## config.mk

```make
export PLATFORM = sky130hd
export DESIGN_NAME = priority_thread_scheduler_unit
export DESIGN_NICKNAME = d
export VERILOG_FILES = /design/src/rtl/ptsu_pkg.sv /design/src/rtl/priority_thread_scheduler_unit.sv
export SDC_FILE = /design/constraint.sdc
export NUM_CORES = 1
export LEC_CHECK = 0
export ABC_AREA = 1
export BUFFER_PORTS_ARGS = -buffer_cell sky130_fd_sc_hd__buf_2
export CORE_MARGIN = 3
export CORE_UTILIZATION = 30
export DETAILED_ROUTE_END_ITERATION = 8
export PLACE_DENSITY = 0.41
export RECOVER_POWER = 50
export SLEW_MARGIN = 0
export SYNTH_ARGS = -nofsm -noshare
export SYNTH_HDL_FRONTEND = slang
export SYNTH_SLANG_ARGS = --single-unit
```

## constraint.sdc

```tcl
create_clock -name clk_i -period 3.8 [get_ports clk_i]
set_clock_uncertainty 0.05 [all_clocks]
set_input_delay 0.57 -clock clk_i [delete_from_list [all_inputs] [get_ports clk_i]]
set_output_delay 0.57 -clock clk_i [all_outputs]
set_load 0.03 [all_outputs]
```

## src/rtl/ptsu_pkg.sv

```systemverilog
// shared types and constants of the priority thread scheduler
`timescale 1ns / 1ps

package ptsu_pkg;

  // operation codes of an input beat
  typedef enum logic [2:0] {
    OP_TICK     = 3'd0,
    OP_SCHEDULE = 3'd1,
    OP_SLEEP    = 3'd2,
    OP_WAIT     = 3'd3,
    OP_SIGNAL   = 3'd4,
    OP_INIT     = 3'd5
  } op_e;

  // sequencer states, one-hot
  typedef enum logic [4:0] {
    S_IDLE = 5'b00001,
    S_TICK = 5'b00010,
    S_SCAN = 5'b00100,
    S_WAKE = 5'b01000,
    S_FIN  = 5'b10000
  } state_e;

  typedef logic [2:0]         thread_t;   // thread number on the ports
  typedef logic [2:0]         blk_tag_t;  // 0 unblocked, s+1 blocked on semaphore s
  typedef logic [7:0]         prio_t;
  typedef logic [31:0]        sleep_t;
  typedef logic signed [15:0] sem_val_t;

  localparam prio_t    NEVER_PRIORITY = 8'd255;
  localparam sem_val_t SEM_MAX        = 16'sh7fff;
  localparam sem_val_t SEM_MIN        = 16'sh8000;
  localparam int       SEM_ID_SLOTS   = 4;  // addressable by the 2-bit semaphore id

endpackage

```

## src/rtl/priority_thread_scheduler_unit.sv

```systemverilog
// top level of the priority round-robin thread scheduler with counting semaphores
`timescale 1ns / 1ps

// channel   direction  handshake                 payload
// ------    ---------  ------------------------  -------------------------------------------
// in        to block   in_valid_i / in_stall_o   op_i, sem_id_i, sleep_ms_i, init_value_i
// out       from block out_valid_o / out_stall_i running_thread_o, none_ready_o,
//                                                caller_blocked_o, woke_valid_o,
//                                                woke_thread_o, sem_value_o
// cfg       to block   cfg_we_i                  cfg_index_i, cfg_wdata_i (thread priorities)
//
// one beat at a time: accept, then the work, then the load of the output register
// tick: one sleep counter per cycle through the shared decrementer
// schedule, sleep, blocking wait: one thread per cycle through compare
// signal that may wake: ring search for a waiter; init, other waits and signals go straight to the load
// a result held by out_stall_i delays the next load, and no new beat is taken meanwhile
// reset clears all thread and semaphore state at once, no clearing pass

module priority_thread_scheduler_unit #(
  parameter int NUM_THREADS    = 8,
  parameter int NUM_SEMAPHORES = 4
) (
  input  logic                clk_i,
  input  logic                rst_ni,
  // configuration writes
  input  logic                cfg_we_i,
  input  logic [2:0]          cfg_index_i,
  input  logic [7:0]          cfg_wdata_i,
  // input channel
  input  logic                in_valid_i,
  output logic                in_stall_o,
  input  logic [2:0]          op_i,
  input  logic [1:0]          sem_id_i,
  input  logic [31:0]         sleep_ms_i,
  input  logic signed [15:0]  init_value_i,
  // output channel
  output logic                out_valid_o,
  input  logic                out_stall_i,
  output logic [2:0]          running_thread_o,
  output logic                none_ready_o,
  output logic                caller_blocked_o,
  output logic                woke_valid_o,
  output logic [2:0]          woke_thread_o,
  output logic signed [15:0]  sem_value_o
);

  localparam int TW        = $clog2(NUM_THREADS);
  localparam int SEM_DEPTH = (NUM_SEMAPHORES < ptsu_pkg::SEM_ID_SLOTS) ?
                             NUM_SEMAPHORES : ptsu_pkg::SEM_ID_SLOTS;
  localparam int SW        = (SEM_DEPTH > 1) ? $clog2(SEM_DEPTH) : 1;
  localparam logic [TW-1:0] LAST_THREAD = TW'(NUM_THREADS - 1);

  typedef logic [TW-1:0] tidx_t;

  function automatic tidx_t ring_next(input tidx_t t);
    return (t == LAST_THREAD) ? '0 : t + tidx_t'(1);
  endfunction

  // thread and semaphore state
  ptsu_pkg::prio_t    pri_q   [NUM_THREADS];
  ptsu_pkg::sleep_t   sleep_q [NUM_THREADS];
  ptsu_pkg::blk_tag_t blk_q   [NUM_THREADS];
  ptsu_pkg::sem_val_t sem_q   [SEM_DEPTH];
  tidx_t              cur_q;

  // sequencer
  ptsu_pkg::state_e   state_q, state_d;
  tidx_t              idx_q;        // thread under the shared unit this cycle
  ptsu_pkg::prio_t    best_pri_q;
  tidx_t              best_thr_q;
  logic               found_q;
  ptsu_pkg::blk_tag_t wake_tag_q;   // tag searched by a signal

  // result being built
  logic               r_none_q;
  logic               r_blk_q;
  logic               r_woke_q;
  tidx_t              r_woke_thr_q;
  ptsu_pkg::sem_val_t r_sval_q;

  // output register
  logic               out_valid_q;
  ptsu_pkg::thread_t  o_run_q;
  logic               o_none_q;
  logic               o_blk_q;
  logic               o_woke_q;
  ptsu_pkg::thread_t  o_woke_thr_q;
  ptsu_pkg::sem_val_t o_sval_q;

  logic               acc_in;
  logic               out_load;
  logic               sem_ok;
  logic [SW-1:0]      sem_idx;
  ptsu_pkg::sem_val_t sem_rd;
  ptsu_pkg::sem_val_t sem_dec;
  ptsu_pkg::sem_val_t sem_inc;
  ptsu_pkg::blk_tag_t sem_tag;
  logic               cand_ready;   // shared compare: thread idx_q is ready and beats the best so far
  logic               idx_is_cur;
  tidx_t              cur_next;
  ptsu_pkg::op_e      op;

  assign in_stall_o = (state_q != ptsu_pkg::S_IDLE);
  assign acc_in     = in_valid_i && !in_stall_o;
  assign out_load   = (state_q == ptsu_pkg::S_FIN) && (!out_valid_q || !out_stall_i);
  assign op         = ptsu_pkg::op_e'(op_i);

  always_comb begin
    sem_ok     = ({30'd0, sem_id_i} < 32'(NUM_SEMAPHORES));
    sem_idx    = sem_id_i[SW-1:0];
    sem_rd     = sem_q[sem_idx];
    // saturating step of the semaphore count
    sem_dec    = (sem_rd == ptsu_pkg::SEM_MIN) ? sem_rd : sem_rd - 16'sd1;
    sem_inc    = (sem_rd == ptsu_pkg::SEM_MAX) ? sem_rd : sem_rd + 16'sd1;
    sem_tag    = ptsu_pkg::blk_tag_t'({1'b0, sem_id_i}) + ptsu_pkg::blk_tag_t'(1);
    cand_ready = (pri_q[idx_q] < best_pri_q) && (sleep_q[idx_q] == '0) &&
                 (blk_q[idx_q] == '0);
    idx_is_cur = (idx_q == cur_q);
    cur_next   = ring_next(cur_q);
  end

  // next state
  always_comb begin
    state_d = state_q;
    case (state_q)
      ptsu_pkg::S_IDLE: begin
        if (acc_in) begin
          case (op)
            ptsu_pkg::OP_TICK:                         state_d = ptsu_pkg::S_TICK;
            ptsu_pkg::OP_SCHEDULE, ptsu_pkg::OP_SLEEP: state_d = ptsu_pkg::S_SCAN;
            ptsu_pkg::OP_WAIT: begin
              state_d = (sem_ok && sem_dec[15]) ? ptsu_pkg::S_SCAN : ptsu_pkg::S_FIN;
            end
            ptsu_pkg::OP_SIGNAL: begin
              state_d = (sem_ok && (sem_inc <= 16'sd0)) ? ptsu_pkg::S_WAKE
                                                         : ptsu_pkg::S_FIN;
            end
            default:                                   state_d = ptsu_pkg::S_FIN;
          endcase
        end
      end
      ptsu_pkg::S_TICK: begin
        if (idx_q == LAST_THREAD) state_d = ptsu_pkg::S_FIN;
      end
      ptsu_pkg::S_SCAN: begin
        if (idx_is_cur) state_d = ptsu_pkg::S_FIN;
      end
      ptsu_pkg::S_WAKE: begin
        if (idx_is_cur || (blk_q[idx_q] == wake_tag_q)) state_d = ptsu_pkg::S_FIN;
      end
      ptsu_pkg::S_FIN: begin
        if (out_load) state_d = ptsu_pkg::S_IDLE;
      end
      default: state_d = ptsu_pkg::S_IDLE;
    endcase
  end

  // priorities come from the configuration port only
  always_ff @(posedge clk_i or negedge rst_ni) begin
    if (!rst_ni) begin
      for (int i = 0; i < NUM_THREADS; i++) pri_q[i] <= '0;
    end else if (cfg_we_i && ({29'd0, cfg_index_i} < 32'(NUM_THREADS))) begin
      pri_q[cfg_index_i[TW-1:0]] <= cfg_wdata_i;
    end
  end

  // sequencer and thread state
  always_ff @(posedge clk_i or negedge rst_ni) begin
    if (!rst_ni) begin
      state_q      <= ptsu_pkg::S_IDLE;
      cur_q        <= '0;
      idx_q        <= '0;
      found_q      <= 1'b0;
      best_pri_q   <= ptsu_pkg::NEVER_PRIORITY;
      best_thr_q   <= '0;
      wake_tag_q   <= '0;
      r_none_q     <= 1'b0;
      r_blk_q      <= 1'b0;
      r_woke_q     <= 1'b0;
      r_woke_thr_q <= '0;
      r_sval_q     <= '0;
      for (int i = 0; i < NUM_THREADS; i++) begin
        sleep_q[i] <= '0;
        blk_q[i]   <= '0;
      end
      for (int s = 0; s < SEM_DEPTH; s++) sem_q[s] <= '0;
    end else begin
      state_q <= state_d;
      case (state_q)
        ptsu_pkg::S_IDLE: begin
          if (acc_in) begin
            idx_q        <= (op == ptsu_pkg::OP_TICK) ? '0 : cur_next;
            best_pri_q   <= ptsu_pkg::NEVER_PRIORITY;
            best_thr_q   <= cur_q;
            found_q      <= 1'b0;
            wake_tag_q   <= sem_tag;
            r_none_q     <= 1'b0;
            r_blk_q      <= 1'b0;
            r_woke_q     <= 1'b0;
            r_woke_thr_q <= '0;
            r_sval_q     <= '0;
            case (op)
              ptsu_pkg::OP_SLEEP: sleep_q[cur_q] <= sleep_ms_i;
              ptsu_pkg::OP_WAIT: begin
                if (sem_ok) begin
                  sem_q[sem_idx] <= sem_dec;
                  r_sval_q       <= sem_dec;
                  if (sem_dec[15]) begin
                    blk_q[cur_q] <= sem_tag;
                    r_blk_q      <= 1'b1;
                  end
                end
              end
              ptsu_pkg::OP_SIGNAL: begin
                if (sem_ok) begin
                  sem_q[sem_idx] <= sem_inc;
                  r_sval_q       <= sem_inc;
                end
              end
              ptsu_pkg::OP_INIT: begin
                if (sem_ok) begin
                  sem_q[sem_idx] <= init_value_i;
                  r_sval_q       <= init_value_i;
                end
              end
              default: ;
            endcase
          end
        end
        ptsu_pkg::S_TICK: begin
          // shared decrementer walks the sleep counters
          if (sleep_q[idx_q] != '0) sleep_q[idx_q] <= sleep_q[idx_q] - 32'd1;
          idx_q <= ring_next(idx_q);
        end
        ptsu_pkg::S_SCAN: begin
          if (cand_ready) begin
            best_pri_q <= pri_q[idx_q];
            best_thr_q <= idx_q;
            found_q    <= 1'b1;
          end
          if (idx_is_cur) begin
            // current thread was looked at last
            cur_q    <= cand_ready ? idx_q : best_thr_q;
            r_none_q <= !(found_q || cand_ready);
          end else begin
            idx_q <= ring_next(idx_q);
          end
        end
        ptsu_pkg::S_WAKE: begin
          if (blk_q[idx_q] == wake_tag_q) begin
            blk_q[idx_q] <= '0;
            r_woke_q     <= 1'b1;
            r_woke_thr_q <= idx_q;
          end else begin
            idx_q <= ring_next(idx_q);
          end
        end
        default: ;
      endcase
    end
  end

  // output register, parts the two channels
  always_ff @(posedge clk_i or negedge rst_ni) begin
    if (!rst_ni) begin
      out_valid_q <= 1'b0;
    end else if (out_load) begin
      out_valid_q <= 1'b1;
    end else if (!out_stall_i) begin
      out_valid_q <= 1'b0;
    end
  end

  always_ff @(posedge clk_i) begin
    if (out_load) begin
      o_run_q      <= ptsu_pkg::thread_t'(cur_q);
      o_none_q     <= r_none_q;
      o_blk_q      <= r_blk_q;
      o_woke_q     <= r_woke_q;
      o_woke_thr_q <= ptsu_pkg::thread_t'(r_woke_thr_q);
      o_sval_q     <= r_sval_q;
    end
  end

  assign out_valid_o      = out_valid_q;
  assign running_thread_o = o_run_q;
  assign none_ready_o     = o_none_q;
  assign caller_blocked_o = o_blk_q;
  assign woke_valid_o     = o_woke_q;
  assign woke_thread_o    = o_woke_thr_q;
  assign sem_value_o      = o_sval_q;

endmodule

```

==> impl_metrics.py <==
metrics = {
    "drt": {
        "vias": 28240,
        "drt_pass1_iterations": 6,
        "drt_iter0_drc": 2756,
        "viasPerCell": 5.210,
        "drtAntennaViolNets": 0,
        "wl_per_cell_um": 22.95,
        "remaining_drc_errors": 0,
        "wl_mm": 124.4,
    },
    "timing": {
        "fin_ws_ps": 203.5,
        "max_freq_mhz": 278.0,
        "tightest_slew_ps": 1657,
        "rsz0062_at_grt": "false",
        "tns_ps": 0,
        "period_needed_ps": 3596,
        "period_share_pct": 94.64,
        "finalMaxSlewViolations": 60,
        "hold_viol": 0,
        "setup_violations": 0,
        "max_slew_margin_pct": -10.47,
    },
    "cells_and_area": {
        "multi_input_comb_area_sq_mm": 0.01427,
        "register_area_sq_mm": 0.01220,
        "final_cell_mix": "1,796 x nand2_1, 445 x dfrtp_1, 240 x o21ai_0",
        "layout.nets": 4221,
        "mostFrequentLayoutCell": "nand2_1",
        "drive_above_1_share_pct": 11.47,
        "syn_to_final_growth_pct": 16.72,
        "final.fill_count": 10040,
        "instances_no_fill": 5421,
        "final_area_sq_mm": 0.03298,
    },
    "power_and_ir_drop": {
        "ir_worst_vdd_uv": 310.7,
        "pwr-share-seq_pct": 31.4,
        "power_frac_comb_pct": 40.6,
        "p_sw_share_pct": 42.89,
        "p_int_w": 0.01230,
        "power_frac_clock_pct": 28.0,
        "finalPower_w": 0.02154,
        "power_density_mw_per_mm2": 653.0,
        "p_switching_w": 0.009236,
        "p_leak_nw": 16.52,
    },
    "place": {
        "place_area_sq_mm": 0.03096,
        "preCtsSetupSlack_ps": 118.0,
        "gp_congestion": 0.9265,
        "io_buffers": 95,
        "dp_cells": 5305,
        "dp_hpwl_mm": 83.22,
    },
    "cts": {
        "htree_levels": 3,
        "clock-sinks": 482,
        "clkLatencyLatePin_ps": 630,
        "numCtsBuffers": 67,
        "cts_buffer_depth": 3,
        "cts_tree": "done",
        "root_buffer": "clkbuf_16",
        "clkTransAtPathRegs_ps": 60,
    },
    "run_status": {
        "violations": "capacitance limit, slew limit",
        "status": "finished with violations",
    },
    "setup_path": {
        "cpMaxStageDelayCell": "dfrtp_2",
        "cp_common_cell": "nand2_1",
        "cpPeakStageDelay_ps": 460,
        "worstPathArrival_ps": 4110,
        "endpoint_kind": "register",
        "crit_chain": "buf_4 -> nand3_1 -> inv_4 -> buf_6 -> nand2_1 -> nand2_1 -> nor2_1 -> nand2_1 -> nor2_1 -> nand3_1 -> nor2_4 -> nand4_2 -> nand2_2 -> inv_4 -> nand2_4 -> inv_2 -> buf_12 -> nand2_1 -> nand2_1",
        "cp-start-kind": "register",
        "crit_path_max_fanout": 25,
        "worstPathRequired_ps": 4320,
        "crit_type": "register to register",
    },
    "floorplanning": {
        "fp.dieH_um": 312.9,
        "die_area_sq_mm": 0.09792,
        "ios": 96,
        "coreArea_sq_mm": 0.09250,
        "initial_core_util_pct": 30.55,
        "dieWidth_um": 312.9,
        "num_rows": 111,
    },
    "yosys": {
        "ys_ff_latch": 482,
        "ys_async_sr_fraction_pct": 94.81,
        "ys.flop_type": "dfrtp_1",
        "synth_edf_count": 25,
        "avgSynthCellArea_sq_um": 7.091,
        "synth_top_area_cell": "dfrtp_1",
        "yosysSeqAreaShare_pct": 43.16,
        "synth_top_family_by_area": "simple AND/OR/NAND/NOR gates",
        "synthTopCellsByArea": "dfrtp_1 40%, nand2_1 24%, o21ai_0 4.3%",
        "synthCells": 3985,
        "synth-simple-area-share_pct": 32.64,
        "synthMuxAreaShare_pct": 0,
        "synth_compound_area_share_pct": 15.85,
        "synthesis.area_sq_mm": 0.02826,
        "yosys_warnings": 0,
        "synthXorXnorAreaFrac_pct": 1.076,
        "yosysUniqueCellTypes": 59,
        "synthAdderAreaFrac_pct": 0.7970,
        "synthesis.nets": 4072,
        "synth_top_area_share_pct": 39.67,
    },
    "grt": {
        "grt_pass1_vias": 27390,
        "grt_antenna_before_repair": 1,
        "grt_pass1_wl_mm": 185.1,
        "grt_overflow": 0,
        "grt_max_degree": 83,
        "track_usage_pct": 25.01,
    },
    "hold_path": {
        "hold_path.class": "input port to register",
    },
    "job": {
        "maxCapViolCount": 1,
    },
}
final cells by class:
| type | count | area share, % |
|---|---|---|
| tap | 1243 | 4.715 |
| inverter | 219 | 2.538 |
| clock buffer | 99 | 5.880 |
| clock inverter | 13 | 0.3186 |
| timing repair buffer | 281 | 6.278 |
| antenna | 1 | 0.007587 |
| multi-input combinational | 3083 | 43.27 |
| sequential | 482 | 36.99 |
flip-flops by register name, summed over array words and instances, names as in the netlist, 5 cells and up:
name	count
blk_q	24
pri_q	64
sleep_q	256
sem_q	64
sem_value_o	16
r_sval_q	16
state_q	5
best_pri_q	8
final timing paths:
path / start / to / slack [ps] / depth (start not counted)
max: idx_q[0]$_DFFE_PN0P_ / sleep_q[84]$_DFFE_PN0P_ / 200 / 19
min: cfg_wdata_i[4] / pri_q[4]$_DFFE_PN0P_ / 120 / 3
max reg2reg: idx_q[0]$_DFFE_PN0P_ / sleep_q[84]$_DFFE_PN0P_ / 200 / 19
min reg2reg: r_sval_q[6]$_DFFE_PN0P_ / sem_value_o[6]$_DFFE_PP_ / 400 / 0
max in group asynchronous: rst_ni / r_sval_q[11]$_DFFE_PN0P_ / 620 / 3
min in group asynchronous: rst_ni / pri_q[50]$_DFFE_PN0P_ / 860 / 2
synthesized netlist by cell type (22+ instances only):
library cell / count
nand2_1: 1796
dfrtp_1: 448
nor2_1: 240
o21ai_0: 240
inv_1: 175
nand3_1: 170
o22ai_1: 146
a21oi_1: 111
clkbuf_1: 84
buf_2: 73
a2bb2oi_1: 39
a221oi_1: 30
a22oi_1: 28
edfxtp_1: 25
inv_2: 25
o21a_1: 25
o21ai_1: 22
xor2_1: 22
what timing repair did:
| action | in CTS | in global routing |
|---|---|---|
| endpoints found under the hold margin | 53 | 0 |
| hold buffers | 1 | 0 |
| buffers inserted | 0 | 2 |
| endpoints found under the setup margin | 0 | 172 |
| resized for setup | 0 | 13 |
power groups by stage:
stage	logic, W	registers [W]	clock network (W)
finish	0.00874	0.00676	0.00603
global route	0.00951	0.00686	0.00639
CTS	0.00866	0.00675	0.00622
detailed placement	0.00864	0.00683	0
global placement	0.00866	0.00684	0
floorplan	0.00516	0.00669	0
through the flow:
step	hold WS, ps	utilization [%]
after floorplan	224.4	-
after global placement	382.0	33.47
after detailed placement	381.5	33.47
after CTS	76.51	35.69
after global routing	112.7	35.66
final	115.9	35.66
routing by layer:
metal,global-route usage [%],wire length (um)
met4,7.061,3418
met1,35.57,57900
met2,39.44,55940
met5,0,0
met3,3.709,7173
kinds of logic (layout without fill, tap and decap cells):
logic type      Yosys count  after routing
xor+xnor                 33             33
buf+inv                 420            612
compound gates          724            724
other cells               0              1
flops                   482            482
fa+ha+maj                18             18
simple gates           2308           2308
worst max-delay path: cells and delay by family (launching register included):
kind	cells	cell delay [ps]
buf+inv	6	1670
flops	1	460
simple gates	13	1330
(Power assumes the default switching activity.)
